--- config.mk ---
export PLATFORM = sky130hd
export DESIGN_NAME = frame_builder_with_crc16
export DESIGN_NICKNAME = d
export VERILOG_FILES = /design/src/rtl/core/fbc_pkg.sv /design/src/rtl/core/fbc_front.sv /design/src/rtl/core/fbc_cmd_queue.sv /design/src/rtl/core/fbc_back.sv /design/src/rtl/core/frame_builder_with_crc16.sv
export VERILOG_INCLUDE_DIRS = /design/src /design/src/rtl/core
export SDC_FILE = /design/constraint.sdc
export NUM_CORES = 1
export LEC_CHECK = 0
export ABC_AREA = 1
export CAP_MARGIN = 15
export CORE_AREA = 10 10 344 180
export DETAILED_ROUTE_END_ITERATION = 12
export DIE_AREA = 0 0 354 190
export DONT_BUFFER_PORTS = 1
export MAX_ROUTING_LAYER = met4
export PLACE_DENSITY_LB_ADDON = 0.15
export SETUP_SLACK_MARGIN = 0.2
export SLEW_MARGIN = 10
export SYNTH_ARGS = -nofsm -noshare
export SYNTH_HDL_FRONTEND = slang
export SYNTH_SLANG_ARGS = --single-unit
--- constraint.sdc ---
create_clock -name clk -period 4.1 [get_ports clk]
set_input_delay 0.82 -clock clk [delete_from_list [all_inputs] [get_ports clk]]
set_output_delay 0.82 -clock clk [all_outputs]
set_load 0.1 [all_outputs]
--- src/rtl/core/frame_builder_with_crc16_assert.svh ---
// Assertion macros for the frame builder.
// Macros expect clk and arst_n in scope; empty when SYNTHESIS is defined.
`ifndef FRAME_BUILDER_WITH_CRC16_ASSERT_SVH
`define FRAME_BUILDER_WITH_CRC16_ASSERT_SVH
`ifndef SYNTHESIS
// same-cycle implication
`define FBC_ASSERT_SAME(lbl, pre, post) \
	lbl: assert property (@(posedge clk) disable iff (!arst_n) (pre) |-> (post)) \
		else $error("fbc assertion failed");
// next-cycle implication
`define FBC_ASSERT_NEXT(lbl, pre, post) \
	lbl: assert property (@(posedge clk) disable iff (!arst_n) (pre) |=> (post)) \
		else $error("fbc assertion failed");
`else
`define FBC_ASSERT_SAME(lbl, pre, post)
`define FBC_ASSERT_NEXT(lbl, pre, post)
`endif
`endif

--- src/rtl/core/fbc_pkg.sv ---
// Shared types, codes and the CRC-16 byte update for the frame builder.
// No dependencies.
package fbc_pkg;

	localparam logic [15:0] CRC_INIT = 16'hFFFF;
	localparam logic [15:0] CRC_POLY = 16'h1021;
	localparam int unsigned HDR_LEN = 8;
	localparam int unsigned CRC_LEN = 2;

	localparam int unsigned CQ_DEPTH = 4;
	localparam int unsigned CQ_AW = 2;

	// command kinds
	localparam logic [1:0] K_ERR = 2'd0;
	localparam logic [1:0] K_START = 2'd1;
	localparam logic [1:0] K_DATA = 2'd2;

	// result status codes
	localparam logic [2:0] ST_OK = 3'd0;
	localparam logic [2:0] ST_TOO_LONG = 3'd1;
	localparam logic [2:0] ST_OVER_CAP = 3'd2;
	localparam logic [2:0] ST_STRAY = 3'd3;
	localparam logic [2:0] ST_BUSY = 3'd4;

	// request types
	localparam logic REQ_START = 1'b0;
	localparam logic REQ_PAYLOAD = 1'b1;

	// configuration register indexes
	localparam logic [1:0] CFG_MAGIC_FIRST = 2'd0;
	localparam logic [1:0] CFG_MAGIC_SECOND = 2'd1;
	localparam logic [1:0] CFG_VERSION = 2'd2;
	localparam logic [1:0] CFG_CAPACITY = 2'd3;

	typedef struct packed {
		logic [1:0] kind;
		logic [2:0] status;
		logic [7:0] data;
		logic [15:0] seq;
		logic [15:0] plen;
		logic close;
		logic [8:0] flen;
	} cmd_t;

	typedef struct packed {
		logic [7:0] data;
		logic last;
		logic [2:0] status;
		logic [8:0] flen;
	} res_t;

	function automatic logic [15:0] crc_byte(input logic [15:0] crc, input logic [7:0] b);
		logic [15:0] c;
		c = crc ^ {b, 8'h00};
		for (int i = 0; i < 8; i++) begin
			c = c[15] ? ((c << 1) ^ CRC_POLY) : (c << 1);
		end
		return c;
	endfunction

endpackage

--- src/rtl/core/fbc_front.sv ---
// Front end: classifies each accepted item, tracks the open frame and
// builds one command per item. Depends on fbc_pkg.
module fbc_front import fbc_pkg::*; #(
	parameter int unsigned MAX_PAYLOAD = 256
) (
	input logic clk,
	input logic arst_n,
	input logic accept,
	input logic req_type,
	input logic [7:0] frame_type,
	input logic [15:0] sequence_number,
	input logic [15:0] payload_length,
	input logic [7:0] payload_byte,
	input logic [15:0] buffer_capacity,
	output cmd_t cmd
);

	localparam int unsigned RW = $clog2(MAX_PAYLOAD + 1);

	logic frame_open_q;
	logic [RW-1:0] remaining_q;
	logic [8:0] flen_q;

	logic [16:0] total;
	logic too_long;
	logic over_cap;

	assign total = {1'b0, payload_length} + 17'(HDR_LEN + CRC_LEN);
	assign too_long = {1'b0, payload_length} > 17'(MAX_PAYLOAD);
	assign over_cap = {1'b0, buffer_capacity} < total;

	always_comb begin
		cmd = '0;
		cmd.seq = sequence_number;
		cmd.plen = payload_length;
		if (req_type == REQ_START) begin
			cmd.data = frame_type;
			if (frame_open_q) begin
				cmd.kind = K_ERR;
				cmd.status = ST_BUSY;
			end else if (too_long) begin
				cmd.kind = K_ERR;
				cmd.status = ST_TOO_LONG;
			end else if (over_cap) begin
				cmd.kind = K_ERR;
				cmd.status = ST_OVER_CAP;
			end else begin
				cmd.kind = K_START;
				cmd.close = (payload_length == 16'd0);
				cmd.flen = total[8:0];
			end
		end else begin
			cmd.data = payload_byte;
			if (!frame_open_q || remaining_q == '0) begin
				cmd.kind = K_ERR;
				cmd.status = ST_STRAY;
			end else begin
				cmd.kind = K_DATA;
				cmd.close = (remaining_q == RW'(1));
				cmd.flen = flen_q;
			end
		end
	end

	always_ff @(posedge clk or negedge arst_n) begin
		if (!arst_n) begin
			frame_open_q <= 1'b0;
			remaining_q <= '0;
			flen_q <= '0;
		end else if (accept) begin
			if (cmd.kind == K_START) begin
				frame_open_q <= !cmd.close;
				remaining_q <= payload_length[RW-1:0];
				flen_q <= total[8:0];
			end else if (cmd.kind == K_DATA) begin
				remaining_q <= remaining_q - RW'(1);
				if (cmd.close) begin
					frame_open_q <= 1'b0;
				end
			end
		end
	end

endmodule

--- src/rtl/core/fbc_cmd_queue.sv ---
// Short command queue between front and back end.
// Depends on fbc_pkg.
module fbc_cmd_queue import fbc_pkg::*; (
	input logic clk,
	input logic arst_n,
	input logic push,
	input cmd_t push_cmd,
	input logic pop,
	output logic full,
	output logic empty,
	output cmd_t head
);

	cmd_t entries_q [CQ_DEPTH];
	logic [CQ_AW-1:0] wr_ptr_q;
	logic [CQ_AW-1:0] rd_ptr_q;
	logic [CQ_AW:0] count_q;
	logic do_push;
	logic do_pop;

	assign full = (count_q == (CQ_AW + 1)'(CQ_DEPTH));
	assign empty = (count_q == '0);
	assign head = entries_q[rd_ptr_q];
	assign do_push = push && !full;
	assign do_pop = pop && !empty;

	always_ff @(posedge clk) begin
		if (do_push) begin
			entries_q[wr_ptr_q] <= push_cmd;
		end
	end

	always_ff @(posedge clk or negedge arst_n) begin
		if (!arst_n) begin
			wr_ptr_q <= '0;
			rd_ptr_q <= '0;
			count_q <= '0;
		end else begin
			if (do_push) begin
				wr_ptr_q <= wr_ptr_q + CQ_AW'(1);
			end
			if (do_pop) begin
				rd_ptr_q <= rd_ptr_q + CQ_AW'(1);
			end
			if (do_push && !do_pop) begin
				count_q <= count_q + (CQ_AW + 1)'(1);
			end else if (do_pop && !do_push) begin
				count_q <= count_q - (CQ_AW + 1)'(1);
			end
		end
	end

endmodule

--- src/rtl/core/fbc_back.sv ---
// Back end: expands commands into output beats, runs the CRC and holds a
// two-entry result buffer. Depends on fbc_pkg.
module fbc_back import fbc_pkg::*; (
	input logic clk,
	input logic arst_n,
	input logic cmd_valid,
	input cmd_t cmd,
	output logic cmd_pop,
	input logic [7:0] magic_first,
	input logic [7:0] magic_second,
	input logic [7:0] protocol_version,
	output logic empty,
	input logic pop,
	output logic [7:0] out_byte,
	output logic last_byte,
	output logic [2:0] status,
	output logic [8:0] frame_length
);

	logic [3:0] idx_q;
	logic [15:0] crc_q;

	res_t buf_q [2];
	logic wr_ptr_q;
	logic rd_ptr_q;
	logic [1:0] count_q;

	logic is_err, is_start, is_data;
	logic crc_lo, crc_hi, data_beat, end_of_cmd;
	logic [7:0] beat_byte;
	logic [15:0] crc_base;
	logic out_pop, space, fire;
	res_t beat;

	assign is_err = (cmd.kind == K_ERR);
	assign is_start = (cmd.kind == K_START);
	assign is_data = (cmd.kind == K_DATA);

	assign crc_lo = (is_start && idx_q == 4'd8) || (is_data && idx_q == 4'd1);
	assign crc_hi = (is_start && idx_q == 4'd9) || (is_data && idx_q == 4'd2);
	assign data_beat = !is_err && !crc_lo && !crc_hi;
	assign end_of_cmd = is_err
		|| (is_start && (cmd.close ? idx_q == 4'd9 : idx_q == 4'd7))
		|| (is_data && (cmd.close ? idx_q == 4'd2 : idx_q == 4'd0));

	always_comb begin
		case (idx_q)
			4'd0: beat_byte = magic_first;
			4'd1: beat_byte = magic_second;
			4'd2: beat_byte = protocol_version;
			4'd3: beat_byte = cmd.data;
			4'd4: beat_byte = cmd.seq[7:0];
			4'd5: beat_byte = cmd.seq[15:8];
			4'd6: beat_byte = cmd.plen[7:0];
			4'd7: beat_byte = cmd.plen[15:8];
			default: beat_byte = 8'h00;
		endcase
		if (is_data) begin
			beat_byte = cmd.data;
		end
	end

	// header restarts the CRC on its first beat
	assign crc_base = (is_start && idx_q == 4'd0) ? CRC_INIT : crc_q;

	always_comb begin
		beat = '0;
		if (is_err) begin
			beat.last = 1'b1;
			beat.status = cmd.status;
		end else if (crc_lo) begin
			beat.data = crc_q[7:0];
		end else if (crc_hi) begin
			beat.data = crc_q[15:8];
			beat.last = 1'b1;
			beat.flen = cmd.flen;
		end else begin
			beat.data = beat_byte;
		end
	end

	assign out_pop = pop && (count_q != 2'd0);
	assign space = (count_q != 2'd2) || out_pop;
	assign fire = cmd_valid && space;
	assign cmd_pop = fire && end_of_cmd;

	always_ff @(posedge clk or negedge arst_n) begin
		if (!arst_n) begin
			idx_q <= '0;
			crc_q <= CRC_INIT;
		end else if (fire) begin
			idx_q <= end_of_cmd ? 4'd0 : idx_q + 4'd1;
			if (data_beat) begin
				crc_q <= crc_byte(crc_base, beat_byte);
			end
		end
	end

	always_ff @(posedge clk) begin
		if (fire) begin
			buf_q[wr_ptr_q] <= beat;
		end
	end

	always_ff @(posedge clk or negedge arst_n) begin
		if (!arst_n) begin
			wr_ptr_q <= 1'b0;
			rd_ptr_q <= 1'b0;
			count_q <= '0;
		end else begin
			if (fire) begin
				wr_ptr_q <= !wr_ptr_q;
			end
			if (out_pop) begin
				rd_ptr_q <= !rd_ptr_q;
			end
			if (fire && !out_pop) begin
				count_q <= count_q + 2'd1;
			end else if (out_pop && !fire) begin
				count_q <= count_q - 2'd1;
			end
		end
	end

	assign empty = (count_q == 2'd0);
	assign out_byte = buf_q[rd_ptr_q].data;
	assign last_byte = buf_q[rd_ptr_q].last;
	assign status = buf_q[rd_ptr_q].status;
	assign frame_length = buf_q[rd_ptr_q].flen;

endmodule

--- src/rtl/core/frame_builder_with_crc16.sv ---
// Frame builder with CRC-16/CCITT-FALSE trailer.
// Items pass the command queue entry, then the result buffer, to the ports.
// Throughput: one item per cycle in unless full, one beat per cycle out when
// buffer has space; a start item is 8 or 10 beats, so back-end rate sets pace.
// Reset (arst_n, async): no frame open, queues empty, CRC 0xFFFF,
// magic/version 0, capacity 0xFFFF. Depends on fbc_pkg and the assert header.
`include "frame_builder_with_crc16_assert.svh"
module frame_builder_with_crc16 import fbc_pkg::*; #(
	parameter int unsigned MAX_PAYLOAD = 256
) (
	input logic clk,
	input logic arst_n,
	input logic push,
	output logic full,
	input logic req_type,
	input logic [7:0] frame_type,
	input logic [15:0] sequence_number,
	input logic [15:0] payload_length,
	input logic [7:0] payload_byte,
	output logic empty,
	input logic pop,
	output logic [7:0] out_byte,
	output logic last_byte,
	output logic [2:0] status,
	output logic [8:0] frame_length,
	input logic cfg_valid,
	output logic cfg_ready,
	input logic [1:0] cfg_index,
	input logic [15:0] cfg_data
);

	logic [7:0] magic_first_q;
	logic [7:0] magic_second_q;
	logic [7:0] version_q;
	logic [15:0] capacity_q;

	logic accept;
	logic cq_full, cq_empty, cq_pop;
	cmd_t front_cmd, head_cmd;

	assign cfg_ready = 1'b1;

	always_ff @(posedge clk or negedge arst_n) begin
		if (!arst_n) begin
			magic_first_q <= '0;
			magic_second_q <= '0;
			version_q <= '0;
			capacity_q <= 16'hFFFF;
		end else if (cfg_valid && cfg_ready) begin
			case (cfg_index)
				CFG_MAGIC_FIRST: magic_first_q <= cfg_data[7:0];
				CFG_MAGIC_SECOND: magic_second_q <= cfg_data[7:0];
				CFG_VERSION: version_q <= cfg_data[7:0];
				CFG_CAPACITY: capacity_q <= cfg_data;
				default: ;
			endcase
		end
	end

	assign full = cq_full;
	assign accept = push && !cq_full;

	fbc_front #(.MAX_PAYLOAD(MAX_PAYLOAD)) u_front (
		.clk(clk),
		.arst_n(arst_n),
		.accept(accept),
		.req_type(req_type),
		.frame_type(frame_type),
		.sequence_number(sequence_number),
		.payload_length(payload_length),
		.payload_byte(payload_byte),
		.buffer_capacity(capacity_q),
		.cmd(front_cmd)
	);

	fbc_cmd_queue u_cmdq (
		.clk(clk),
		.arst_n(arst_n),
		.push(accept),
		.push_cmd(front_cmd),
		.pop(cq_pop),
		.full(cq_full),
		.empty(cq_empty),
		.head(head_cmd)
	);

	fbc_back u_back (
		.clk(clk),
		.arst_n(arst_n),
		.cmd_valid(!cq_empty),
		.cmd(head_cmd),
		.cmd_pop(cq_pop),
		.magic_first(magic_first_q),
		.magic_second(magic_second_q),
		.protocol_version(version_q),
		.empty(empty),
		.pop(pop),
		.out_byte(out_byte),
		.last_byte(last_byte),
		.status(status),
		.frame_length(frame_length)
	);

	// an accepted item is queued for the back end
	`FBC_ASSERT_NEXT(a_cmd_queued, accept, !cq_empty)
	// error results carry no byte and no length
	`FBC_ASSERT_SAME(a_err_shape, !empty && status != ST_OK,
		last_byte && out_byte == 8'h00 && frame_length == 9'd0)
	// a length is only reported on the closing beat
	`FBC_ASSERT_SAME(a_len_on_last, !empty && frame_length != 9'd0, last_byte)

endmodule
==> results.ini <==
[cells_and_area]
finalNetCount = 1879
drive_gt1_frac = 0.110
area_growth_pct = 14.4
postLayoutCoreUtil = 0.338
antennaDiodeCount = 0
final_cells = 2571

[grt]
use_met1 = 0.230
grt_first_pass_wirelength_um = 74900
top_usage_layer = met1
grt_antenna_before_repair = 4
grt_max_degree = 69
grt_pass1_vias = 11600
grt_usage = 0.151
use_met2 = 0.202
gr-total-overflow = 0
grt_use_met3 = 0.0311

[floorplanning]
fp.coreArea_um2 = 56200
ios = 96
die_width_um = 354
rows = 62
start_util = 0.295
fp.dieArea_um2 = 67300
die_h_um = 190

[detailed_routing]
drc = 0
first_pass_iters = 6
drt_iter0_drc = 1113
drt-total-wl_um = 49400
num_vias = 11900
wl_per_cell_um = 19.2
ant_nets = 0
via_per_inst = 4.63

[sta]
fin_crit_sh = 0.831
slew_violations = 0
clock.fmax_ghz = 0.293
maxSlewHeadroom = 0.228
rsz0062_at_grt = no
tns_ns = 0
finalHoldViolations = 0
finalHoldWorstSlack_ns = 0.119
period_minus_slack_ns = 3.41
max_slew.worst_pin.slew_ns = 1.15
setup_violations = 0
skew_ns = 0.0257

[yosys]
synth.net_count = 1847
ys.flop_type = edfxtp_1
synthDistinctLibCells = 46
yosys.area.top_type_share = 0.474
syn_area_per_cell_um2 = 9.51
seq_area_frac_synth = 0.612
yosys-top-cells-area = edfxtp_1 (47%), nand2_1 (14%), dfrtp_1 (8.7%)
synth_area_um2 = 16600
async_reset_ff_frac = 0.256
synth_commonest_cells = nand2_1 (637), edfxtp_1 (262), inv_1 (168)
netlist_instances = 1746
ys_warn_count = 0
synth_area_leader_cell = edfxtp_1
ys_ff_latch = 352
yosysMostFrequentCell = nand2_1
synth_edf_count = 262

[critical_path]
timing.rr.start = u_back.idx_q[0]
worstSetupPathType = input pin to flip-flop
path_buf_inv = 3
crit_fanout = 20
critPathRequiredTime_ns = 4.53
crit_family = simple AND/OR/NAND/NOR gates
reg2reg_slack_ns = 0.83
path_cells = ha_1 > nor2_1 > nor3_1 > nand2_1 > nor2_1 > inv_1 > o21ai_0 > nand3_1 > ha_1 > nand3_1 > nor3_1 > nand3_1 > nand3_2 > nand2_2 > inv_2 > nand2_4 > nand2_4 > inv_2 > nand2_1 > nand2_1
reg2reg_to = u_cmdq.count_q[2]
critPathMaxStageDelay_ns = 0.32
cp.arrival_ns = 3.83
start_kind = input pin
slowest_stage = ha_1
cp-end-kind = flip-flop
rr_worst_depth = 15

[cts]
path_clk_slew_ns = 0.06
clk_latency_ns = 0.55
cts.sinks = 352
postCtsSetupRepairBufs = 0
cts.repair.resized = 0
cts_htree_levels = 2
cts-root-buf = clkbuf_16
cts_hold_buffers = 1
tritoncts = built
numCtsBuffers = 35
clock_path_buffers = 3

[power_and_ir_drop]
finalPower_uw = 16400
peakVddDrop_mv = 0.336
power.leakage_uw = 0.00815
powerDensity_nw_per_um2 = 864

[job]
cap_violations = 0

[worst_hold_path]
worst_hold_path_type = input pin to async pin

[outcome]
status = complete, no violations

[place]
dp_cells = 2507
place.gp.congestion = 0.857
port_buffers = 0
detailedPlacementHpwl_um = 34600

-- worst max-delay path by stage --
stage / cells past startpoint / end / from / slack [ns]
CTS: 20 / u_front.remaining_q[2] / payload_length[1] / 0.76
detailed placement: 20 / u_front.remaining_q[8] / payload_length[1] / 0.17
global route: 20 / u_front.remaining_q[4] / payload_length[1] / 0.32
finish: 20 / u_front.remaining_q[2] / payload_length[1] / 0.69
floorplan: 4 / u_cmdq.entries_q[0][0] / push / -0.06
global placement: 20 / u_front.remaining_q[3] / payload_length[1] / 0.30
-- cell type report --
type | instances | area, um2
well taps | 768 | 961
inverters | 183 | 687
fillers | 5737 | 37200
multi-input cells | 1151 | 5490
repair buffers | 55 | 537
flip-flops and latches | 352 | 10200
clock buffers | 45 | 997
clock inverters | 17 | 156
-- metrics by stage --
stage | instance area (um2) | worst slack (ns)
4_1_cts | 19000 | 0.757
3_3_place_gp | 17800 | 0.297
6_report | 19000 | 0.691
2_1_floorplan | 16600 | -0.0637
5_1_grt | 19000 | 0.321
3_5_place_dp | 17800 | 0.174
-- kinds of logic (layout without fill, tap and decap cells) --
kind of cell	Yosys count	count (layout)	share of synthesized area
AOI/OAI and AO/OA	173	173	0.0573
xor gates and xnor gates	24	24	0.0127
adders and majority gates	29	29	0.0223
buffers and inverters	243	300	0.0606
DFF	352	352	0.612
muxes	9	9	0.00610
other	1	1	0.000226
and+or+nand+nor	915	915	0.229
-- state kept, by name, indices dropped and copies added, names as in the netlist, 2 cells and up --
register / count
version_q: 8
capacity_q: 16
u_front.remaining_q: 9
u_back.buf_q: 42
u_cmdq.count_q: 3
magic_first_q: 8
magic_second_q: 8
u_front.flen_q: 9
u_back.crc_q: 16
u_cmdq.rd_ptr_q: 2
u_cmdq.entries_q: 220
u_back.count_q: 2
u_cmdq.wr_ptr_q: 2
u_back.idx_q: 4
-- power by group --
| group | total, uW | leakage, uW | internal, uW | switching (uW) |
|---|---|---|---|---|
| clock network | 3340 | 0.000570 | 1910 | 1430 |
| logic | 7620 | 0.00406 | 1990 | 5630 |
| registers | 5460 | 0.00351 | 5090 | 376 |
| total | 16400 | 0.00815 | 8990 | 7430 |
-- per-layer routing --
| layer | up-vias | wire length, um |
|---|---|---|
| met4 | 0 | 599 |
| met2 | 299 | 19600 |
| met3 | 49 | 3130 |
| met5 | - | 0 |
| met1 | 5750 | 26100 |
| li1 | 5812 | - |
-- placed cells by master (no fill, tap or decap), types with 38 or more instances in the layout --
cell type and n:
o21ai_0 93, nand2_1 637, buf_4 45, edfxtp_1 262, clkbuf_16 38, nor2_1 80, a21oi_1 47, inv_1 168
nand3_1 141, dfrtp_1 56
Power figures use the tool's default switching activity.
